### src/rtl/core/frame_contrast_stretch_bin2x2_defines.svh
// Assertion macros shared by the core; clock i_clk, reset i_rst_n.
`ifndef FRAME_CONTRAST_STRETCH_BIN2X2_DEFINES_SVH
`define FRAME_CONTRAST_STRETCH_BIN2X2_DEFINES_SVH

// Same-cycle implication.
`define FCSB_ASSERT_IMP(lbl, ante, cons, msg) \
    lbl: assert property (@(posedge i_clk) disable iff (!i_rst_n) (ante) |-> (cons)) \
        else $error(msg);

// Next-cycle implication.
`define FCSB_ASSERT_NXT(lbl, ante, cons, msg) \
    lbl: assert property (@(posedge i_clk) disable iff (!i_rst_n) (ante) |=> (cons)) \
        else $error(msg);

`endif

### src/rtl/core/fcsb_pkg.sv
package fcsb_pkg;

    localparam int SAMPLE_W = 16;
    localparam int VAL_W    = 18;
    localparam int PIX_W    = 8;
    localparam int QUOT_W   = 8;
    localparam int NUM_W    = VAL_W + QUOT_W;
    localparam int STEP_CW  = 4;

    localparam logic OP_LOAD  = 1'b0;
    localparam logic OP_FETCH = 1'b1;

    typedef enum logic [3:0] {
        S_IDLE,
        S_LD_ADDR,
        S_LD_RD,
        S_LD_WR,
        S_LT_B,
        S_LT_W,
        S_LT_FIN,
        S_FT_CHK,
        S_FT_RD,
        S_FT_DIV,
        S_FT_OUT
    } t_state;

    typedef enum logic [2:0] {
        REG_WIDTH,
        REG_HEIGHT,
        REG_SHIFT,
        REG_BITS,
        REG_SUM,
        REG_AUTO,
        REG_BLACK,
        REG_WHITE
    } t_reg_idx;

    typedef struct packed {
        logic             start;
        logic [VAL_W-1:0] num;
        logic [VAL_W-1:0] den;
    } t_div_req;

    typedef struct packed {
        logic              done;
        logic [QUOT_W-1:0] quot;
    } t_div_rsp;

endpackage

### src/rtl/core/fcsb_div.sv
module fcsb_div (
    input  logic               i_clk,
    input  logic               i_rst_n,
    input  fcsb_pkg::t_div_req i_req,
    output fcsb_pkg::t_div_rsp o_rsp
);
    import fcsb_pkg::*;

    // num < den, so num*255/den fits in QUOT_W bits: one quotient bit per cycle
    logic [NUM_W-1:0]   prod;
    logic [VAL_W:0]     trial;
    logic               ge;
    logic [VAL_W-1:0]   r_rem;
    logic [VAL_W-1:0]   r_den;
    logic [QUOT_W-1:0]  r_low;
    logic [QUOT_W-1:0]  r_q;
    logic [STEP_CW-1:0] r_cnt;
    logic               r_busy;
    logic               r_done;

    assign prod  = {i_req.num, {QUOT_W{1'b0}}} - NUM_W'(i_req.num);
    assign trial = {r_rem, r_low[QUOT_W-1]};
    assign ge    = trial >= {1'b0, r_den};

    always_ff @(posedge i_clk) begin
        if (!i_rst_n) begin
            r_busy <= 1'b0;
            r_done <= 1'b0;
            r_cnt  <= '0;
        end else begin
            r_done <= 1'b0;
            if (i_req.start) begin
                r_busy <= 1'b1;
                r_cnt  <= STEP_CW'(QUOT_W);
            end else if (r_busy) begin
                r_cnt <= r_cnt - 1'b1;
                if (r_cnt == STEP_CW'(1)) begin
                    r_busy <= 1'b0;
                    r_done <= 1'b1;
                end
            end
        end
    end

    always_ff @(posedge i_clk) begin
        if (i_req.start) begin
            r_rem <= prod[NUM_W-1:QUOT_W];
            r_low <= prod[QUOT_W-1:0];
            r_den <= i_req.den;
        end else if (r_busy) begin
            r_rem <= ge ? VAL_W'(trial - {1'b0, r_den}) : trial[VAL_W-1:0];
            r_low <= {r_low[QUOT_W-2:0], 1'b0};
            r_q   <= {r_q[QUOT_W-2:0], ge};
        end
    end

    assign o_rsp.done = r_done;
    assign o_rsp.quot = r_q;

endmodule

### config.mk
export PLATFORM = sky130hd
export DESIGN_NAME = fcsb_div
export DESIGN_NICKNAME = d
export VERILOG_FILES = /design/src/rtl/core/frame_contrast_stretch_bin2x2_defines.svh /design/src/rtl/core/fcsb_pkg.sv /design/src/rtl/core/fcsb_div.sv
export SDC_FILE = /design/constraint.sdc
export NUM_CORES = 1
export LEC_CHECK = 0
export ABC_AREA = 0
export BUFFER_PORTS_ARGS = -buffer_cell sky130_fd_sc_hd__buf_2
export CORE_UTILIZATION = 40
export DETAILED_ROUTE_END_ITERATION = 10
export PLACE_DENSITY_LB_ADDON = 0.08
export SLEW_MARGIN = 10
export SYNTH_ARGS = -nofsm -noshare
export SYNTH_HDL_FRONTEND = slang
export SYNTH_SLANG_ARGS = --single-unit
### constraint.sdc
create_clock -name i_clk -period 6.3 [get_ports i_clk]
set_input_delay 0.315 -clock i_clk [delete_from_list [all_inputs] [get_ports i_clk]]
set_output_delay 0.315 -clock i_clk [all_outputs]
set_load 0.005 [all_outputs]
; ---- After elaboration in Yosys (flattened, before gate mapping)
; Index checks and enable logic that the tools add are counted.
; Widths: inputs -> output; s select.
[word_totals]
regBits = 58
word_cells = 31
output_inout_bits = 9
in_bits = 39
[op_classes]
bitwise_logic = 3
order_cmp = 1
n_addsub = 3
muxes = 11
n_eq_ne = 1
reduce_logical = 4
[op_table]
columns = operator, count
row1 = $mux 18, 3
row2 = $sub 26x18->26, 1
row3 = $ge 19x18->1, 1
row4 = $sub 18x18->18, 1
row5 = $mux 8, 2
row6 = $mux 4, 2
row7 = $eq 4x1->1 const B, 1
row8 = $mux 1, 4
row9 = $sub 4x1->4 const B, 1
row10 = $not 1->1, 3
row11 = $reduce_or 3->1, 1
row12 = $reduce_and 2->1, 1
row13 = $reduce_bool 2->1, 1
row14 = $reduce_or 2->1, 1

; ---- Depth between registers and ports, before layout
; Gate-level depths: netlist of the first run.
[logic_depth]
word_depth = 4
depth_mapped = 12
mapped_depth_nobuf = 10

; ---- Worst setup path before layout of the first run
; No wires, ideal clock.
[synth_timing]
path_type = register to register
start = register r_den[1]
end = register r_rem[5] (data pin)
t_arrival_ns = 2.235
synth_period_minus_slack_ns = 2.507
setup_ns = 0.272
slack_ns = 3.793
path_stages_with_launch = 12
n_path_buf = 1
required_time_ns = 6.028
cell_sequence = edfxtp_1 -> inv_1 -> ha_1 -> nor2b_4 -> o31a_1 -> o31ai_4 -> a21oi_4 -> a21oi_4 -> inv_6 -> buf_6 -> a31oi_1 -> mux2i_1
[synth_between]
elab_chain_cells = 4
elab_cells_between_ends = 5
classes_between = add/sub: 1 / order compare: 1 / mux: 3
[synth_rtl]
columns = element, line_no
row1 = "start, declared", fcsb_div.sv:14  ; logic [VAL_W-1:0] r_den;
row2 = "start signal, assigned", fcsb_div.sv:49  ; r_den <= i_req.den;
row3 = $ge 19x18->1, fcsb_div.sv:23  ; assign ge = trial >= {1'b0, r_den};
row4 = named net ge, fcsb_div.sv:12  ; logic ge;
row5 = $mux 18, fcsb_div.sv:51  ; r_rem <= ge ? VAL_W'(trial - {1'b0, r_den}) : trial[VAL_W-1:0];
row6 = $mux 18, fcsb_div.sv:50  ; end else if (r_busy) begin
row7 = $mux 18, fcsb_div.sv:46  ; if (i_req.start) begin
row8 = "end signal, assigned", fcsb_div.sv:47  ; r_rem <= prod[NUM_W-1:QUOT_W];
row9 = "end signal, assigned", fcsb_div.sv:51
row10 = "end, declared", fcsb_div.sv:13  ; logic [VAL_W-1:0] r_rem;
; The timed path passes the listed nets, and every way through them passes these cells. The select of a mux whose other input is x is not followed.
; A chain may end at the register's enable or synchronous reset.

; ---- Worst setup path in the final report of the first run
[layout_timing]
start = register r_low[7]
end = register r_rem[16] (data pin)
[layout_between]
elab_chain_cells = 4
elab_cells_between_ends = 5
classes_between = add/sub: 1 / order compare: 1 / mux: 3
[layout_rtl]
columns = element, line_no
row1 = "start, declared", fcsb_div.sv:15  ; logic [QUOT_W-1:0] r_low;
row2 = "start signal, assigned", fcsb_div.sv:48  ; r_low <= prod[QUOT_W-1:0];
row3 = "start signal, assigned", fcsb_div.sv:52  ; r_low <= {r_low[QUOT_W-2:0], 1'b0};
row4 = $sub 18x18->18 / $ge 19x18->1 (equally long branches), "fcsb_div.sv:51, fcsb_div.sv:23"
row5 = $mux 18 (*), fcsb_div.sv:51
row6 = $mux 18 (*), fcsb_div.sv:50
row7 = $mux 18 (*), fcsb_div.sv:46
; Every way passes the cells marked *; elsewhere a longest branch is shown, timed or not. The select of a mux whose other input is x is not followed.

==> summary.md, run 1 <==
| Metric | Value |
|---|---|
| Final period util | `45.6%` |
| Worst Max-Slew Pin Slew | `1.14 ns` |
| Setup Viol. Count Final | `0` |
| Syn Inst Count | `413` |
| Area delta synth->final | `13.0%` |
| Initial core utilization | `41.1%` |
| Post-Synth Adder-Cell Area | `9.67%` |
| Compound-Gate Fraction of Synth Area | `17.2%` |
| DRC Markers | `0` |
| Ant diodes | `0` |
| Commonest non-fill, non-tap cell in the layout | `edfxtp_1` |
| Total global routing overflow | `0` |
| Reg clk slew, reported paths | `0.07 ns` |
| Synth warn | `0` |
| Hold Path Class | `primary input to flip-flop` |
| I/O pins | `48` |
| Main combinational cell family by area after synthesis | `compound AO/OA/AOI/OAI gates` |
| RePlAce Congestion | `0.874` |
| Critical path data arrival time | `2.94 ns` |
| Vias in the first global route | `3114` |
| Std-Cell Core Area | `0.0103 mm²` |
| VDD IR max | `0.130 mV` |
| Detailed-route via count | `3182` |
| Post-DP HPWL | `7.47 mm` |
| Share of post-route cells with drive strength above 1 | `20.3%` |
| DIE AREA | `0.0110 mm²` |
| Largest net degree at the start of global routing | `50` |
| Fmax | `0.348 GHz` |
| Synth unique cells | `68` |
| RSZ-0062 raised after global routing | `no` |
| First-pass GRT wire length | `16.0 mm` |
| Synthesized flop and latch total | `58` |
| TritonCTS buffer count | `9` |
| Post-route setup TNS | `0 ns` |
| WL/cell | `16.4 µm` |
| Nature of the critical path startpoint | `flip-flop` |
| Maximum Capacitance Violations | `0` |
| Die X | `105 µm` |
| Cell taking the most area after synthesis | `edfxtp_1` |
| ANT nets after route | `0` |
| Mean Syn Cell Area | `10.2 µm²` |
| Status | `completed` |
| Row count | `37` |
| Worst path required time | `6.36 ns` |
| Fraction of registers with async set or reset after synthesis | `0%` |
| Filler Cell Count | `1026` |
| 1st-iter DRT viols | `130` |
| Xor and xnor area share after synthesis | `6.23%` |
| Share of synthesized area spent on multiplexers | `7.38%` |
| Placement Cell Area | `0.00458 mm²` |
| CP Capture Type | `flip-flop` |
| Clock sinks | `58` |
| Most frequent cells in the layout | `edfxtp_1, buf_2, inv_1` |
| Lkg Pwr | `1.94 nW` |
| Initial antenna violation count | `0` |
| Simple-gate portion of the synthesized area | `14.2%` |
| H-tree depth | `3` |
| Minimum clock period | `2.88 ns` |
| Final slew viol count | `0` |
| Die H | `105 µm` |
| Relative slew slack | `23.9%` |
| CTS Buffer Depth | `2` |
| Final Net Count | `535` |
| PwrDens | `319 mW/mm²` |
| Syn nets | `484` |
| Top-area cell type share of the netlist area | `37.0%` |
| Drt first pass iters | `5` |
| Primary FF master, synth | `edfxtp_1` |
| Post-CTS Resized | `0` |
| Number of synthesized flops with an enable pin | `52` |
| Post-CTS setup buffers | `0` |
| GR Util All Layers | `19.2%` |
| Critical path type | `flip-flop to flip-flop` |
| Max Clock Skew | `0.00870 ns` |
| Design area | `0.00477 mm²` |
| Final Hold Viols | `0` |
| Synthesized area | `0.00422 mm²` |
| CTS Hold Bufs | `0` |
| Clk Latency, worst-skew pair | `0.35 ns` |
| Post-Route WL | `9.92 mm` |
| Root buffer cell | `clkbuf_8` |
| Area contributors post-synth | `edfxtp_1, ha_1, xnor2_1, mux2i_1, inv_1` |
| Sequential fraction of the synthesis area | `39.9%` |
| Via density | `5.26` |
| Crit-path max FO | `3` |
| CTS tree | `built` |
| Port-buffer cells | `47` |
==> power breakdown <==
| group | internal, mW | total (mW) | switching (mW) |
|---|---|---|---|
| logic | 0.274 | 0.654 | 0.380 |
| clock network | 0.180 | 0.336 | 0.156 |
| registers | 0.496 | 0.532 | 0.0368 |
==> cells in the mapped netlist, types with 2 or more instances <==
cell	number
mux2_2	9
nor4_1	2
mux2i_1	21
nand2_1	21
nor2_1	30
o31a_1	2
nor2b_1	4
a21boi_0	2
buf_6	2
xor2_1	5
a22oi_1	6
clkbuf_1	3
a21o_1	2
nand3_1	11
o211ai_1	3
nor3_1	6
or3_1	4
a31o_2	2
a21oi_1	23
xnor2_1	25
inv_1	46
o311ai_0	3
edfxtp_1	52
nand4_1	6
o21bai_1	3
nand3b_1	4
a21oi_4	2
a211oi_1	6
nand4b_1	2
dfxtp_1	6
o21ai_1	2
a31oi_1	5
ha_1	31
o21ai_0	18
o21a_1	5
or2_2	3
nor3_2	4
a311o_1	2
==> final timing paths <==
check	start	to	slack (ns)	cells past startpoint
max reg2reg	r_low[7]	r_rem[16]	3.42	10
min reg2reg	r_q[3]	r_q[4]	0.45	0
min	i_req[9]	r_den[9]	0.14	1
max	r_low[7]	r_rem[16]	3.42	10
==> final cells by class <==
type / count / area [µm²] / area share, %
multi-input cells: 300 / 2310 / 48.4
flip-flops and latches: 58 / 1680 / 35.3
repair buffers: 48 / 243 / 5.09
inverters: 47 / 181 / 3.81
well taps: 136 / 170 / 3.57
clock buffers: 10 / 128 / 2.68
clock inverters: 6 / 57.6 / 1.21
==> flip-flops by register name, indices dropped and copies added, names as in the netlist <==
signal,cells
r_busy,1
r_cnt,4
r_den,18
r_done,1
r_low,8
r_q,8
r_rem,18
==> logic make-up (layout without fill, tap and decap cells) <==
logic type	count (synthesis)	count (layout)
mux	30	30
xor+xnor	30	30
fa+ha+maj	32	32
buf+inv	55	111
simple gates	108	108
compound gates	100	100
flops	58	58
==> metrics by stage <==
stage	cells	utilization (%)	worst slack, ns	power, mW	hold WS (ns)
final	605	46.4	3.42	1.52	0.139
after global routing	605	46.4	3.24	1.64	0.116
after CTS	605	46.4	3.38	1.54	0.115
after floorplan	413	-	3.79	1.04	0.414
after global placement	589	44.6	3.43	1.19	0.426
after detailed placement	589	44.6	3.42	1.19	0.439
==> worst max-delay path, stage by stage (launching register included) <==
cell and delay, ns:
edfxtp_1 0.36, inv_1 0.08, ha_1 0.24, fa_1 0.25
nor2b_1 0.07, o31a_1 0.28, o41ai_1 0.66, o21ai_1 0.22
mux2i_1 0.16, o21ai_0 0.19, a22oi_1 0.09
==> routing by layer <==
metal | track usage, % | up-vias | wire length [µm]
met5 | 0 | - | 0
met4 | 7.85 | 0 | 228
met3 | 4.37 | 16 | 250
met2 | 31.5 | 51 | 4660
met1 | 24.4 | 1491 | 4780
li1 | - | 1624 | -
Power figures use the tool's default switching activity.
==> inputs of run 2 (changes only) <==
ABC_AREA = 1   (was 0)
clock period = 3 ns   (was 6.3 ns; I/O delays follow)
==> run 2 against run 1 <==
The run now ends with DRC left. Clock power grew to 3.3 times the previous value. Clock skew shrank 0.0024 ns. Count of clock-buffer cells in the layout shrank 1. Fmax grew 25%. Non-clock buffer count grew 22. Critical path depth shrank 1. Final cell count grew 40%. Worst setup slack lost 2.7 ns. Synthesized cell count grew 52%.
==> summary.md, run 2 <==
| Metric | Value |
|---|---|
| Status | `finished with violations` |
| Violated checks | `DRC` |
| Sequential fraction of the synthesis area | `35.1% (-4.7 points)` |
| Root buffer cell | `clkbuf_16` |
| Final Hold Viols | `0 (unchanged)` |
| I/O pins | `48 (unchanged)` |
| Total power | `3.62 mW (+140%)` |
| WL/cell | `14.5 µm (-12%)` |
| Detailed-route via count | `4188 (+32%)` |
| Ant diodes | `0 (unchanged)` |
| H-tree depth | `3 (unchanged)` |
| Die H | `111 µm (+6.4%)` |
| WHS Path Cells | `3 (+2)` |
| Placed cell count | `813 (+38%)` |
| Reg clk slew, reported paths | `0.05 ns (-0.02 ns)` |
| Share of post-route cells with drive strength above 1 | `18.5% (-1.8 points)` |
| DIE AREA | `0.0124 mm² (+13%)` |
| Most frequent cells in the layout | `nand2_1, inv_1, nor2_1` |
| Setup Viol. Count Final | `0 (unchanged)` |
| Drt first pass iters | `8 (+3)` |
| Primary FF master, synth | `edfxtp_1` |
| Design area | `0.00567 mm² (+19%)` |
| Filler Cell Count | `1129 (+10%)` |
| Worst Max-Slew Pin Slew | `0.660 ns (-0.479 ns)` |
| Port-buffer cells | `47 (unchanged)` |
| Synthesized area | `0.00479 mm² (+13%)` |
| Final period util | `76.8% (+31 points)` |
| RSZ-0062 raised after global routing | `no` |
| CP Capture Type | `flip-flop` |
| CTS Buffer Depth | `2 (unchanged)` |
| Non-Filler Instances | `847 (+40%)` |
| Most frequent cells after synthesis | `nand2_1, inv_1, nor2_1` |
| Placement Cell Area | `0.00517 mm² (+13%)` |
| Syn nets | `699 (+44%)` |
| Via density | `4.94 (-6.0%)` |
| First-pass GRT wire length | `20.7 mm (+29%)` |
| Synth unique cells | `43 (-37%)` |
| Top Registers | `r_den: 18 flops, r_rem: 18 flops` |
| Post-Route WL | `12.3 mm (+24%)` |
| Critical path data arrival time | `2.51 ns (-0.43 ns)` |
| Maximum Capacitance Violations | `0 (unchanged)` |
| Cell taking the most area after synthesis | `edfxtp_1` |
| Syn Inst Count | `628 (+52%)` |
| Final slew viol count | `0 (unchanged)` |
| Worst path required time | `3.21 ns (-3.15 ns)` |
| Commonest non-fill, non-tap cell in the layout | `nand2_1` |
| Clock sinks | `58 (unchanged)` |
| Critical path type | `flip-flop to flip-flop` |
| Cell with the most instances after synthesis | `nand2_1` |
| Relative slew slack | `55.8% (+32 points)` |
| Die X | `111 µm (+6.4%)` |
| Mean Syn Cell Area | `7.62 µm² (-25%)` |
| Multi-input logic area | `0.00267 mm² (+16%)` |
| R2R depth | `9 (-1)` |
| Hold Path Class | `primary input to flip-flop` |
| TritonCTS buffer count | `9 (unchanged)` |
| Lkg Pwr | `2.67 nW (+38%)` |
| Nature of the critical path startpoint | `flip-flop` |
| Vias in the first global route | `4253 (+37%)` |
| Area delta synth->final | `18.3%` |
| RePlAce Congestion | `0.848 (-3.0%)` |
| Crit-path max FO | `19 (+16)` |
| Initial antenna violation count | `0 (unchanged)` |
| Top-area cell type share of the netlist area | `32.6% (-4.4 points)` |
| Synth warn | `0 (unchanged)` |
| Final Net Count | `770 (+44%)` |
| ANT nets after route | `0 (unchanged)` |
| GR Util All Layers | `21.4% (+2.2 points)` |
| Initial core utilization | `41.4% (+0.35 points)` |
| Fmax | `0.434 GHz (+25%)` |
| Post-DP HPWL | `9.54 mm (+28%)` |
| Clk Latency, worst-skew pair | `0.34 ns (about the same)` |
| Minimum clock period | `2.30 ns (-0.571 ns)` |
| Area contributors post-synth | `edfxtp_1, nand2_1, ha_1, inv_1, nand3_1` |
| 1st-iter DRT viols | `239 (+84%)` |
| Largest net degree at the start of global routing | `30 (-40%)` |
| PwrDens | `638 mW/mm² (+100%)` |
| VDD IR max | `0.219 mV (+69%)` |
| Synthesized flop and latch total | `58 (unchanged)` |
| Std-Cell Core Area | `0.0116 mm² (+13%)` |
| Post-route setup TNS | `0 ns (unchanged)` |
| Row count | `39 (+5.4%)` |
| Post-CTS Resized | `0 (unchanged)` |
| Number of synthesized flops with an enable pin | `52 (unchanged)` |
| Fraction of registers with async set or reset after synthesis | `0% (unchanged)` |
| Register area | `0.00168 mm² (unchanged)` |
| DRC Markers | `6 (+6)` |
| Total global routing overflow | `0 (unchanged)` |
| CTS tree | `built` |
| Max Clock Skew | `0.00632 ns (-0.00238 ns)` |
## run 2: power breakdown
| group | internal, mW | switching (mW) | leakage [nW] |
|---|---|---|---|
| clock network | 0.723 | 0.386 | 0.141 |
| logic | 0.543 | 0.881 | 1.96 |
| registers | 1.02 | 0.0663 | 0.563 |
## run 2: final timing paths
check                  from   endpoint  slack [ns]
setup / recovery  r_rem[15]  r_rem[11]        0.70
hold / removal      i_rst_n     r_busy        0.06
setup reg to reg  r_rem[15]  r_rem[11]        0.70
hold reg to reg      r_q[6]     r_q[7]        0.44
## run 2: final cells by class
cell class / instances / share of cell area, %
flip-flops and latches: 58 / 29.7
well taps: 143 / 3.16
repair buffers: 70 / 8.21
multi-input cells: 467 / 47.2
inverters: 93 / 6.16
clock buffers: 9 / 3.97
clock inverters: 7 / 1.66
## run 2: cell families after synthesis
kind of cell / count (synthesis) / synth area share (%)
compound gates: 60 / 7.45
flops: 58 / 35.1
simple gates: 357 / 36.6
fa+ha+maj: 32 / 8.52
xor+xnor: 18 / 3.29
buf+inv: 103 / 9.07
## run 2: per-stage QoR
step | setup slack (ns) | utilization (%) | hold WS (ns)
global placement | 0.673 | 44.7 | 0.327
finish | 0.695 | 49.0 | 0.0609
CTS | 0.656 | 49.0 | 0.0503
global route | 0.526 | 49.0 | 0.0589
detailed placement | 0.676 | 44.7 | 0.328
floorplan | 1.04 | - | 0.249
## run 2: what timing repair did
action	CTS	global route
buffers inserted	0	0
hold buffers	18	0
hold endpoints to repair	18	0
## run 2: critical path, cell delays in order (launching register included)
cell      delay (ns)
edfxtp_1        0.42
ha_1            0.41
a21oi_1         0.22
o21ai_0         0.17
a21oi_4         0.32
buf_12          0.20
nand2_8         0.13
nand2_1         0.10
nand3_1         0.11
nand2_1         0.08
## run 2: per-layer routing
metal | GRT usage, % | up-vias | wire (µm)
met4 | 8.92 | 0 | 293
met2 | 34.7 | 80 | 5600
li1 | - | 2205 | -
met3 | 3.81 | 18 | 547
met1 | 28.3 | 1885 | 5850
met5 | 0 | - | 0
